--- config.mk ---
export PLATFORM = sky130hd
export DESIGN_NAME = csi_escape_sequence_decoder
export DESIGN_NICKNAME = d
export VERILOG_FILES = /design/src/sv/csied_pkg.sv /design/src/sv/csied_digit_acc.sv /design/src/sv/csi_escape_sequence_decoder.sv
export VERILOG_INCLUDE_DIRS = /design/src /design/src/sv
export SDC_FILE = /design/constraint.sdc
export NUM_CORES = 1
export LEC_CHECK = 0
export BUFFER_PORTS_ARGS = -buffer_cell sky130_fd_sc_hd__buf_2
export CORE_MARGIN = 5
export CORE_UTILIZATION = 50
export DETAILED_ROUTE_END_ITERATION = 6
export GPL_TIMING_DRIVEN = 0
export PLACE_DENSITY = 0.77
export SLEW_MARGIN = 20
export SYNTH_ARGS = -nofsm -noshare
export SYNTH_HDL_FRONTEND = slang
export SYNTH_SLANG_ARGS = --single-unit
--- constraint.sdc ---
create_clock -name clock -period 6.6 [get_ports clock]
set_input_delay 0.66 -clock clock [delete_from_list [all_inputs] [get_ports clock]]
set_output_delay 0.66 -clock clock [all_outputs]
set_load 0.1 [all_outputs]
--- src/sv/csi_escape_sequence_decoder_macros.svh ---
// Assertion helpers for the decoder top level, which includes this file.
`ifndef CSI_ESCAPE_SEQUENCE_DECODER_MACROS_SVH
`define CSI_ESCAPE_SEQUENCE_DECODER_MACROS_SVH

// Same-cycle implication, checked outside reset.
`define CSIED_ASSERT_NOW(label, clk, rst, ante, cons) \
   label: assert property (@(posedge clk) disable iff (rst) (ante) |-> (cons)) \
      else $error("csied assertion failed");

// Next-cycle implication, checked outside reset.
`define CSIED_ASSERT_NEXT(label, clk, rst, ante, cons) \
   label: assert property (@(posedge clk) disable iff (rst) (ante) |=> (cons)) \
      else $error("csied assertion failed");

`endif

--- src/sv/csied_pkg.sv ---
`timescale 1ns / 1ps

package csied_pkg;

   // Byte codes of the control sequence syntax
   localparam logic [7:0] CH_ESC      = 8'h1B;
   localparam logic [7:0] CH_LBRACKET = 8'h5B;
   localparam logic [7:0] CH_SEMI     = 8'h3B;
   localparam logic [7:0] CH_ZERO     = 8'h30;
   localparam logic [7:0] CH_NINE     = 8'h39;
   localparam logic [7:0] CH_UPPER_A  = 8'h41;
   localparam logic [7:0] CH_UPPER_B  = 8'h42;
   localparam logic [7:0] CH_UPPER_C  = 8'h43;
   localparam logic [7:0] CH_UPPER_D  = 8'h44;
   localparam logic [7:0] CH_UPPER_E  = 8'h45;
   localparam logic [7:0] CH_UPPER_F  = 8'h46;
   localparam logic [7:0] CH_UPPER_G  = 8'h47;
   localparam logic [7:0] CH_UPPER_H  = 8'h48;
   localparam logic [7:0] CH_UPPER_J  = 8'h4A;
   localparam logic [7:0] CH_UPPER_K  = 8'h4B;
   localparam logic [7:0] CH_UPPER_S  = 8'h53;
   localparam logic [7:0] CH_UPPER_T  = 8'h54;
   localparam logic [7:0] CH_LOWER_M  = 8'h6D;

   // Parameter field currently being filled
   localparam logic [1:0] SLOT_ROW  = 2'd0;
   localparam logic [1:0] SLOT_COL  = 2'd1;
   localparam logic [1:0] SLOT_DROP = 2'd2;

   // Width of a decimal digit value and of the result parameters
   localparam int DIGIT_BITS = 4;
   localparam int OUT_BITS   = 16;

   typedef enum logic [3:0] {
      CMD_UP          = 4'd0,
      CMD_DOWN        = 4'd1,
      CMD_FORWARD     = 4'd2,
      CMD_BACK        = 4'd3,
      CMD_NEXTLINE    = 4'd4,
      CMD_PREVLINE    = 4'd5,
      CMD_COLUMN      = 4'd6,
      CMD_POSITION    = 4'd7,
      CMD_ERASE       = 4'd8,
      CMD_ERASELINE   = 4'd9,
      CMD_SCROLLUP    = 4'd10,
      CMD_SCROLLDOWN  = 4'd11,
      CMD_GRAPHIC     = 4'd12
   } cmd_type;

   typedef enum logic [2:0] {
      PH_IDLE = 3'b001,
      PH_ESC  = 3'b010,
      PH_CSI  = 3'b100
   } phase_type;

   typedef struct packed {
      logic    hit;
      cmd_type cmd;
   } final_type;

   // Map a final letter to its command
   function automatic final_type final_lookup(input logic [7:0] b);
      final_type r;
      r.hit = 1'b1;
      r.cmd = CMD_UP;
      case (b)
         CH_UPPER_A: r.cmd = CMD_UP;
         CH_UPPER_B: r.cmd = CMD_DOWN;
         CH_UPPER_C: r.cmd = CMD_FORWARD;
         CH_UPPER_D: r.cmd = CMD_BACK;
         CH_UPPER_E: r.cmd = CMD_NEXTLINE;
         CH_UPPER_F: r.cmd = CMD_PREVLINE;
         CH_UPPER_G: r.cmd = CMD_COLUMN;
         CH_UPPER_H: r.cmd = CMD_POSITION;
         CH_UPPER_J: r.cmd = CMD_ERASE;
         CH_UPPER_K: r.cmd = CMD_ERASELINE;
         CH_UPPER_S: r.cmd = CMD_SCROLLUP;
         CH_UPPER_T: r.cmd = CMD_SCROLLDOWN;
         CH_LOWER_M: r.cmd = CMD_GRAPHIC;
         default: begin
            r.hit = 1'b0;
            r.cmd = CMD_UP;
         end
      endcase
      return r;
   endfunction

endpackage

--- src/sv/csied_digit_acc.sv ---
`timescale 1ns / 1ps

module csied_digit_acc
   import csied_pkg::*;
#(
   parameter int PARAM_BITS = 16
) (
   input  logic [PARAM_BITS-1:0] acc,
   input  logic [DIGIT_BITS-1:0] digit,
   output logic [PARAM_BITS-1:0] acc_next
);

   localparam int WideBits = PARAM_BITS + 4;

   logic [WideBits-1:0] acc_wide;
   logic [WideBits-1:0] sum;

   // Multiply by ten as two shifts, then add the digit
   assign acc_wide = WideBits'(acc);
   assign sum      = (acc_wide << 3) + (acc_wide << 1) + WideBits'(digit);

   // Saturate at the top of the field
   assign acc_next = (sum[WideBits-1:PARAM_BITS] != '0) ? '1 : sum[PARAM_BITS-1:0];

endmodule

--- src/sv/csi_escape_sequence_decoder.sv ---
`timescale 1ns / 1ps

// Control sequence decoder for a terminal byte stream.
// req_ channel: one byte of terminal output per item (req_in_byte), taken
// at a clock edge where req_valid is high and req_stall is low.
// rsp_ channel: one command item per complete ESC '[' ... final-letter
// sequence, with rsp_command, rsp_first_param and rsp_second_param.
// Bytes outside a sequence, digits, ';' and other bytes inside one give no item.
// A byte that ends a sequence passes through the input register and then
// the result register, from which its item is offered on rsp_.
// Throughput: one byte per cycle, but for the wait described next; the
// decode is a single registered step on the parser state (a multiply-by-ten
// adder and a few compares). When rsp_stall holds a waiting item, bytes that
// give no item keep flowing; only a byte that ends a sequence waits, and
// req_stall rises. Reset (synchronous, active high) empties both registers
// and returns the parser to idle with all parameter fields cleared.
module csi_escape_sequence_decoder
   import csied_pkg::*;
#(
   parameter int PARAM_BITS = 16
) (
   input  logic        clock,
   input  logic        reset,
   input  logic        req_valid,
   output logic        req_stall,
   input  logic [7:0]  req_in_byte,
   output logic        rsp_valid,
   input  logic        rsp_stall,
   output logic [3:0]  rsp_command,
   output logic [15:0] rsp_first_param,
   output logic [15:0] rsp_second_param
);

`include "csi_escape_sequence_decoder_macros.svh"

   localparam int ExtBits = (PARAM_BITS > OUT_BITS) ? PARAM_BITS : OUT_BITS;

   // Input register
   logic       s1_valid_ff, s1_valid_in;
   logic [7:0] s1_byte_ff;

   // Parser state
   phase_type             phase_ff, phase_in;
   logic [1:0]            slot_ff, slot_in;
   logic [PARAM_BITS-1:0] row_ff, row_in;
   logic [PARAM_BITS-1:0] col_ff, col_in;
   logic                  row_seen_ff, row_seen_in;
   logic                  col_seen_ff, col_seen_in;
   logic                  any_seen_ff, any_seen_in;

   // Result register
   logic           rsp_valid_ff, rsp_valid_in;
   cmd_type        rsp_command_ff;
   logic [15:0]    rsp_first_ff, rsp_second_ff;

   logic                  req_accept;
   logic                  s1_emit;
   logic                  s1_fire;
   final_type             fin;
   logic                  is_digit;
   logic [DIGIT_BITS-1:0] digit;
   logic [PARAM_BITS-1:0] row_sum, col_sum;
   logic [PARAM_BITS-1:0] p1, p2;
   logic [ExtBits-1:0]    p1_ext, p2_ext;

   // Decode the held byte
   assign fin      = final_lookup(s1_byte_ff);
   assign is_digit = (s1_byte_ff >= CH_ZERO) && (s1_byte_ff <= CH_NINE);
   assign digit    = DIGIT_BITS'(s1_byte_ff - CH_ZERO);

   csied_digit_acc #(.PARAM_BITS(PARAM_BITS)) u_row_acc (
      .acc      (row_ff),
      .digit    (digit),
      .acc_next (row_sum)
   );

   csied_digit_acc #(.PARAM_BITS(PARAM_BITS)) u_col_acc (
      .acc      (col_ff),
      .digit    (digit),
      .acc_next (col_sum)
   );

   // Advance the held item unless it ends a sequence and the result is blocked
   assign s1_emit    = (phase_ff == PH_CSI) && fin.hit;
   assign s1_fire    = s1_valid_ff && (!s1_emit || !rsp_valid_ff || !rsp_stall);
   assign req_stall  = s1_valid_ff && !s1_fire;
   assign req_accept = req_valid && !req_stall;

   assign s1_valid_in = req_accept | (s1_valid_ff & ~s1_fire);

   // Apply defaults to the parameters
   always_comb begin
      if (fin.cmd == CMD_POSITION) begin
         p1 = row_seen_ff ? row_ff : PARAM_BITS'(1);
         p2 = col_seen_ff ? col_ff : PARAM_BITS'(1);
      end else begin
         p1 = any_seen_ff ? row_ff : PARAM_BITS'(1);
         p2 = '0;
      end
   end

   assign p1_ext = ExtBits'(p1);
   assign p2_ext = ExtBits'(p2);

   // Step the parser state
   always_comb begin
      phase_in    = phase_ff;
      slot_in     = slot_ff;
      row_in      = row_ff;
      col_in      = col_ff;
      row_seen_in = row_seen_ff;
      col_seen_in = col_seen_ff;
      any_seen_in = any_seen_ff;
      if (s1_fire) begin
         case (phase_ff)
            PH_IDLE: begin
               if (s1_byte_ff == CH_ESC) begin
                  phase_in = PH_ESC;
               end
            end
            PH_ESC: begin
               if (s1_byte_ff == CH_LBRACKET) begin
                  phase_in    = PH_CSI;
                  slot_in     = SLOT_ROW;
                  row_in      = '0;
                  col_in      = '0;
                  row_seen_in = 1'b0;
                  col_seen_in = 1'b0;
                  any_seen_in = 1'b0;
               end else begin
                  phase_in = PH_IDLE;
               end
            end
            PH_CSI: begin
               if (fin.hit) begin
                  phase_in    = PH_IDLE;
                  slot_in     = SLOT_ROW;
                  row_in      = '0;
                  col_in      = '0;
                  row_seen_in = 1'b0;
                  col_seen_in = 1'b0;
                  any_seen_in = 1'b0;
               end else begin
                  any_seen_in = 1'b1;
                  if (is_digit) begin
                     if (slot_ff == SLOT_ROW) begin
                        row_in      = row_sum;
                        row_seen_in = 1'b1;
                     end else if (slot_ff == SLOT_COL) begin
                        col_in      = col_sum;
                        col_seen_in = 1'b1;
                     end
                  end else if ((s1_byte_ff == CH_SEMI) && (slot_ff != SLOT_DROP)) begin
                     slot_in = slot_ff + 2'd1;
                  end
               end
            end
            default: begin
               phase_in = PH_IDLE;
            end
         endcase
      end
   end

   // Load or drain the result register
   always_comb begin
      if (s1_fire && s1_emit) begin
         rsp_valid_in = 1'b1;
      end else if (rsp_valid_ff && !rsp_stall) begin
         rsp_valid_in = 1'b0;
      end else begin
         rsp_valid_in = rsp_valid_ff;
      end
   end

   // Control registers
   always_ff @(posedge clock) begin
      if (reset) begin
         s1_valid_ff  <= 1'b0;
         rsp_valid_ff <= 1'b0;
         phase_ff     <= PH_IDLE;
         slot_ff      <= SLOT_ROW;
         row_ff       <= '0;
         col_ff       <= '0;
         row_seen_ff  <= 1'b0;
         col_seen_ff  <= 1'b0;
         any_seen_ff  <= 1'b0;
      end else begin
         s1_valid_ff  <= s1_valid_in;
         rsp_valid_ff <= rsp_valid_in;
         phase_ff     <= phase_in;
         slot_ff      <= slot_in;
         row_ff       <= row_in;
         col_ff       <= col_in;
         row_seen_ff  <= row_seen_in;
         col_seen_ff  <= col_seen_in;
         any_seen_ff  <= any_seen_in;
      end
   end

   // Payload registers
   always_ff @(posedge clock) begin
      if (req_accept) begin
         s1_byte_ff <= req_in_byte;
      end
      if (s1_fire && s1_emit) begin
         rsp_command_ff <= fin.cmd;
         rsp_first_ff   <= p1_ext[OUT_BITS-1:0];
         rsp_second_ff  <= p2_ext[OUT_BITS-1:0];
      end
   end

   assign rsp_valid        = rsp_valid_ff;
   assign rsp_command      = rsp_command_ff;
   assign rsp_first_param  = rsp_first_ff;
   assign rsp_second_param = rsp_second_ff;

   // Checks
   `CSIED_ASSERT_NOW(a_second_zero, clock, reset, rsp_valid && (rsp_command != CMD_POSITION), rsp_second_param == 16'd0)
   `CSIED_ASSERT_NOW(a_cmd_range, clock, reset, rsp_valid, rsp_command <= CMD_GRAPHIC)
   `CSIED_ASSERT_NEXT(a_rsp_held, clock, reset, rsp_valid && rsp_stall, rsp_valid)
   `CSIED_ASSERT_NOW(a_emit_only_csi, clock, reset, s1_fire && s1_emit, phase_ff == PH_CSI)

endmodule
==> results of run 1 <==
power by group:
group | internal [mW] | switching, mW | total (mW)
clock | 0.182 | 0.185 | 0.367
sequential | 0.561 | 0.00553 | 0.567
combinational | 0.0160 | 0.0296 | 0.0456
sequential cells by signal, summed over array words and instances (netlist names), 2 cells and up:
register / cells
rsp_first_param: 16
slot_ff: 2
rsp_command: 4
s1_byte_ff: 8
row_ff: 16
col_ff: 16
rsp_second_param: 16
phase_ff: 3
per-layer routing:
layer	wire length [um]	part of all wire	track usage
met2	6090	0.49	0.328
met1	5400	0.44	0.238
met3	501	0.041	0.0379
met4	364	0.029	0.0829
met5	0	0	0
area by class of cell:
cell class                 instances  share of cell area
clock buffer                      11              0.0228
multi-input combinational        427               0.518
sequential                        86               0.349
timing repair buffer              50              0.0440
buffer                            21              0.0184
clock inverter                     4             0.00768
tap                              140              0.0283
inverter                          19              0.0115
worst paths after layout:
path                            startpoint                  endpoint
setup / recovery   s1_byte_ff[3]$_DFFE_PP_   col_ff[11]$_SDFFE_PP0P_
hold / removal    any_seen_ff$_SDFFE_PP0P_  any_seen_ff$_SDFFE_PP0P_
hold reg to reg   any_seen_ff$_SDFFE_PP0P_  any_seen_ff$_SDFFE_PP0P_
setup reg to reg   s1_byte_ff[3]$_DFFE_PP_   col_ff[11]$_SDFFE_PP0P_
tightest hold or removal path: stages, from the launching register on:
cell     delay [ns]
dfxtp_1        0.32
nand2_1        0.05
a21oi_1        0.05
logic make-up after synthesis:
family / count (synthesis) / share of synthesized area
adder cells (fa/ha/maj): 69 / 0.161
AND/OR/NAND/NOR: 184 / 0.174
flip-flops: 86 / 0.390
buffers and inverters: 40 / 0.0334
multiplexers: 4 / 0.00745
AO/OA/AOI/OAI: 145 / 0.194
XOR/XNOR: 25 / 0.0395
placed cells by master, fill, tap and decap left out, types with 17 or more instances in the layout:
cell and instances:
nor2_1 37, and3_1 17, dfxtp_1 42, o21ai_0 24, buf_2 55, edfxtp_1 44, nor2b_1 22, nand2_1 42
a21oi_1 26, inv_1 17, ha_1 65
stage by stage:
| step | cells | setup WS [ns] |
|---|---|---|
| after global placement | 742 | 1.80 |
| after detailed placement | 743 | 2.80 |
| after floorplan | 553 | 2.83 |
| after global routing | 758 | 2.50 |
| after CTS | 758 | 2.78 |
| final | 758 | 2.78 |
==> summary.txt, run 1 <==
Critical path
  • CP Depth: 12
  • Worst-path cell chain: fa_1 > inv_1 > fa_1 > nor2b_1 > o2111ai_1 > nand3b_1 > a31oi_1 > mux2i_1 > a221o_1 > o21ai_1 > buf_2 > nand2_1
  • Critical Path AT: 4.06 ns
  • Crit Path Max Fanout: 10
  • Family with the most delay on the worst path: compound AO/OA/AOI/OAI gates
  • CP max-delay cell: fa_1
  • Crit Path Category: reg2reg
  • Critical path startpoint category: flip-flop
  • Most used cell along the critical path: fa_1
  • CP bufs+invs: 2
  • R2R setup slack: 2.78 ns
  • Setup crit end kind: flip-flop
  • Max stage delay on crit path: 0.57 ns
  • Worst r2r path cells: 12
  • Worst EP required: 6.85 ns

STA
  • Period utilization: 0.578
  • Worst clock skew: 0.00722 ns
  • Slew @ Worst Pin: 0.752 ns
  • Final setup TNS: 0 ns
  • FMAX: 262 MHz
  • Final Hold Fails: 0
  • Slew Limit Headroom: 0.497
  • Fin Hold WS: 0.462 ns
  • Post-route minimum period: 3.82 ns
  • Final Max Tran Viols: 0
  • RSZ-0062 raised after global routing: false
  • Final setup viols: 0

Floorplan
  • Rows: 38
  • Core box area: 0.0108 mm2
  • I/O pins: 50
  • Die Area: 0.0133 mm2
  • Die Span Y: 115 um
  • Die width: 115 um
  • Initial Util: 0.511

Layout
  • Syn-to-layout area delta: 11.7%
  • Layout cell share with drive strength beyond 1: 0.168
  • Fin area: 0.00619 mm2
  • Nets: 695
  • Storage element area: 0.00216 mm2
  • Final core utilization: 0.571
  • Ant diodes: 0
  • Area of the multi-input gates: 0.00321 mm2
  • FILL cells: 941

Routing
  • DRC: 0
  • 1st-iter DRT viols: 465
  • Vias: 4476
  • Total Wirelength: 12.4 mm
  • Vias/cell: 5.91
  • Routed wire per std cell: 16.3 um
  • ANT nets after route: 0
  • Pre-antenna DRT Iters: 6

Power
  • Total power: 0.980 mW
  • VDD IR max: 0.0946 mV
  • P_leak: 2.73 nW
  • Power Density: 158 mW/mm2

Synthesis
  • Post-Syn Area: 0.00554 mm2
  • Share of the yosys chip area belonging to registers: 0.390
  • Synth area leaders: edfxtp_1 (24%), dfxtp_1 (15%), ha_1 (15%)
  • Yosys warnings: 0
  • Dominant synthesized flop cell: edfxtp_1
  • Top-area cell type share of the netlist area: 0.238
  • Count leader, synth: ha_1
  • Synthesized flop and latch total: 86
  • Syn_area_per_cell: 10.0 um2
  • Commonest cells in the netlist: ha_1 (65), edfxtp_1 (44), dfxtp_1 (42), nand2_1 (42), nor2_1 (37)
  • Area leader, netlist: edfxtp_1
  • Async SR Flop Fraction: 0
  • Number of flops mapped to enable cells by yosys: 44
  • Cells after synthesis: 553
  • Syn Nets: 634
  • Distinct cells, synth: 74

CTS
  • PostCTS Resize Cnt: 0
  • Clock tree sinks: 86
  • CTS max path bufs: 2
  • Hold buffer count at CTS: 0
  • Num CTS Buffers: 9
  • CTS tree: yes
  • CTS Root Cell: clkbuf_8
  • Clock-pin slew of the registers on the worst-case setup and hold paths: 0.08 ns
  • Post-CTS setup buffer count: 0
  • Worst skew pair latency: 0.36 ns
  • H-tree depth: 3

Hold path
  • Worst Hold Depth: 2
  • Hold Path Class: reg2reg

Place
  • Placed cell areas: 0.00600 mm2
  • GP Congestion: 0.942
  • Port Buffers: 49
  • DPL Wire Length: 9.45 mm

Global routing
  • Largest net degree at the start of global routing: 21
  • Vias in the first global route: 4422
  • Total grt overflow: 0
  • GRT Total Usage: 0.193
  • Global-route wire length before repair: 20.7 mm
  • Initial antenna violation count: 0

Job
  • MaxCap Viol Count: 0

Status
  • Status: finished clean
No activity file was read; power rests on OpenSTA's default activity.
==> run 2, diff against run 1 <==
- PLACE_DENSITY: 0.77 -> 0.8
- clock period: 6.6 -> 3.06 ns (I/O delays scaled with it)
==> summary.txt, run 2 (synthesized netlist as in run 1, its figures left out) <==
Status
  • Status: finished with violations
  • Failing checks: negative setup slack

STA
  • Final setup viols: 32
  • RSZ-0062 raised after global routing: true
  • Final Hold Fails: 0
  • Final Worst Setup Slack: -0.339 ns
  • Final setup TNS: -8.06 ns
  • Final Max Tran Viols: 0
  • Slew @ Worst Pin: 0.680 ns
  • Worst clock skew: 0.0100 ns
  • Fin Hold WS: 0.106 ns
  • Period utilization: 1.11
  • Slew Limit Headroom: 0.546
  • Post-route minimum period: 3.40 ns
  • FMAX: 294 MHz

CTS
  • H-tree depth: 3
  • Hold buffer count at CTS: 0
  • CTS Root Cell: clkbuf_8
  • Num CTS Buffers: 9
  • Clock tree sinks: 86
  • CTS tree: yes
  • CTS max path bufs: 2
  • Clock-pin slew of the registers on the worst-case setup and hold paths: 0.09 ns
  • Worst skew pair latency: 0.37 ns

Critical path
  • Max stage delay on crit path: 0.52 ns
  • CP max-delay cell: fa_2
  • Crit Path Category: reg2reg
  • Critical Path AT: 3.67 ns
  • Setup crit end kind: flip-flop
  • Worst r2r path cells: 12
  • Worst EP required: 3.33 ns
  • Crit path from: s1_byte_ff[3]$_DFFE_PP_
  • Worst-path cell chain: fa_2 > buf_6 > ha_4 > a211oi_4 > o211ai_1 > a31oi_2 > o211ai_1 > nand2_1 > xnor2_2 > o31a_4 > buf_6 > a221o_2
  • Crit Path Max Fanout: 4
  • Reg2reg start: s1_byte_ff[3]$_DFFE_PP_
  • Critical path startpoint category: flip-flop

Floorplan
  • Die Area: 0.0133 mm2
  • I/O pins: 50
  • Initial Util: 0.511
  • Die Span Y: 115 um
  • Die width: 115 um
  • Core box area: 0.0108 mm2
  • Rows: 38

Global routing
  • Largest net degree at the start of global routing: 21
  • GRT Total Usage: 0.200
  • Total grt overflow: 0
  • Vias in the first global route: 4570
  • Initial antenna violation count: 0
  • Global-route wire length before repair: 21.3 mm

Hold path
  • Hold Path Class: in2reg
  • Worst Hold Depth: 1
  • HP Start: req_in_byte[5]

Layout
  • Layout cell share with drive strength beyond 1: 0.231
  • Fin area: 0.00661 mm2
  • Ant diodes: 0
  • Final core utilization: 0.610
  • Nets: 717
  • Syn-to-layout area delta: 19.3%
  • Most frequent cells in the layout: ha_1 (61), buf_2 (53), edfxtp_1 (44), nand2_1 (42), dfxtp_1 (42)
  • FILL cells: 850
  • Commonest non-fill, non-tap cell in the layout: ha_1

Routing
  • Vias/cell: 6.02
  • 1st-iter DRT viols: 414
  • ANT nets after route: 0
  • DRC: 0
  • Total Wirelength: 13.2 mm
  • Routed wire per std cell: 16.9 um
  • Pre-antenna DRT Iters: 5
  • Vias: 4702

Job
  • MaxCap Viol Count: 0

Power
  • Power Density: 333 mW/mm2
  • VDD IR max: 0.233 mV
  • P_leak: 2.88 nW
  • Total power: 2.20 mW

Place
  • GP Congestion: 0.873
  • DPL Wire Length: 9.48 mm
  • Port Buffers: 49
  • Placed cell areas: 0.00604 mm2
-- run 2: changes by cell type in the layout (fill, tap and decap cells not counted), moves of 3 or more --
| cell | previous run | this run |
|---|---|---|
| ha_4 | 0 | 3 |
| fa_2 | 0 | 3 |
| buf_6 | 2 | 8 |
| buf_4 | 1 | 16 |
| a31oi_1 | 8 | 5 |
| fa_1 | 4 | 1 |
| ha_1 | 65 | 61 |
| a31oi_2 | 0 | 3 |
-- run 2: metal layers --
metal	up-vias	GRT usage	routed length, um
li1	2233	-	-
met1	2270	0.239	5530
met5	-	0	0
met3	28	0.0484	663
met2	171	0.346	6710
met4	0	0.0782	285
-- run 2: worst max-delay path, delay by kind of cell, from the launching register on --
family / cells / cell delay (ns)
AO/OA/AOI/OAI: 6 / 1.46
XOR/XNOR: 1 / 0.16
adder cells (fa/ha/maj): 2 / 0.79
buffers and inverters: 2 / 0.28
flip-flops: 1 / 0.47
AND/OR/NAND/NOR: 1 / 0.11
-- run 2: worst paths after layout --
path / to / slack (ns)
max: row_ff[0]$_SDFFE_PP0P_ / -0.34
max reg2reg: row_ff[0]$_SDFFE_PP0P_ / -0.34
min reg2reg: any_seen_ff$_SDFFE_PP0P_ / 0.50
min: s1_byte_ff[5]$_DFFE_PP_ / 0.11
-- run 2: timing repair --
action | CTS | global route
gates resized for setup | 25 | 10
setup endpoints to repair | 63 | 78
pin swaps | 15 | 15
buffers inserted | 13 | 7
cloned | 2 | 0
-- run 2: report_power, final --
part | switching [mW] | internal, mW | leakage [nW] | total, mW
logic | 0.0727 | 0.0445 | 2.10 | 0.117
clock network | 0.399 | 0.463 | 0.102 | 0.862
registers | 0.00993 | 1.21 | 0.674 | 1.22
-- run 2: layout make-up --
| class | instances | area, um2 | share of cell area |
|---|---|---|---|
| repair buffers | 72 | 495 | 0.0749 |
| multi-input cells | 427 | 3380 | 0.511 |
| clock inverters | 3 | 68.8 | 0.0104 |
| well taps | 140 | 175 | 0.0265 |
| plain buffers | 21 | 125 | 0.0189 |
| inverters | 19 | 71.3 | 0.0108 |
| flip-flops and latches | 86 | 2160 | 0.327 |
| clock buffers | 13 | 139 | 0.0210 |
-- run 2: through the flow --
step / setup slack [ns] / std cells
5_1_grt: -0.405 / 781
2_1_floorplan: -0.113 / 553
4_1_cts: -0.303 / 774
3_3_place_gp: -0.731 / 742
3_5_place_dp: -0.481 / 743
6_report: -0.339 / 781
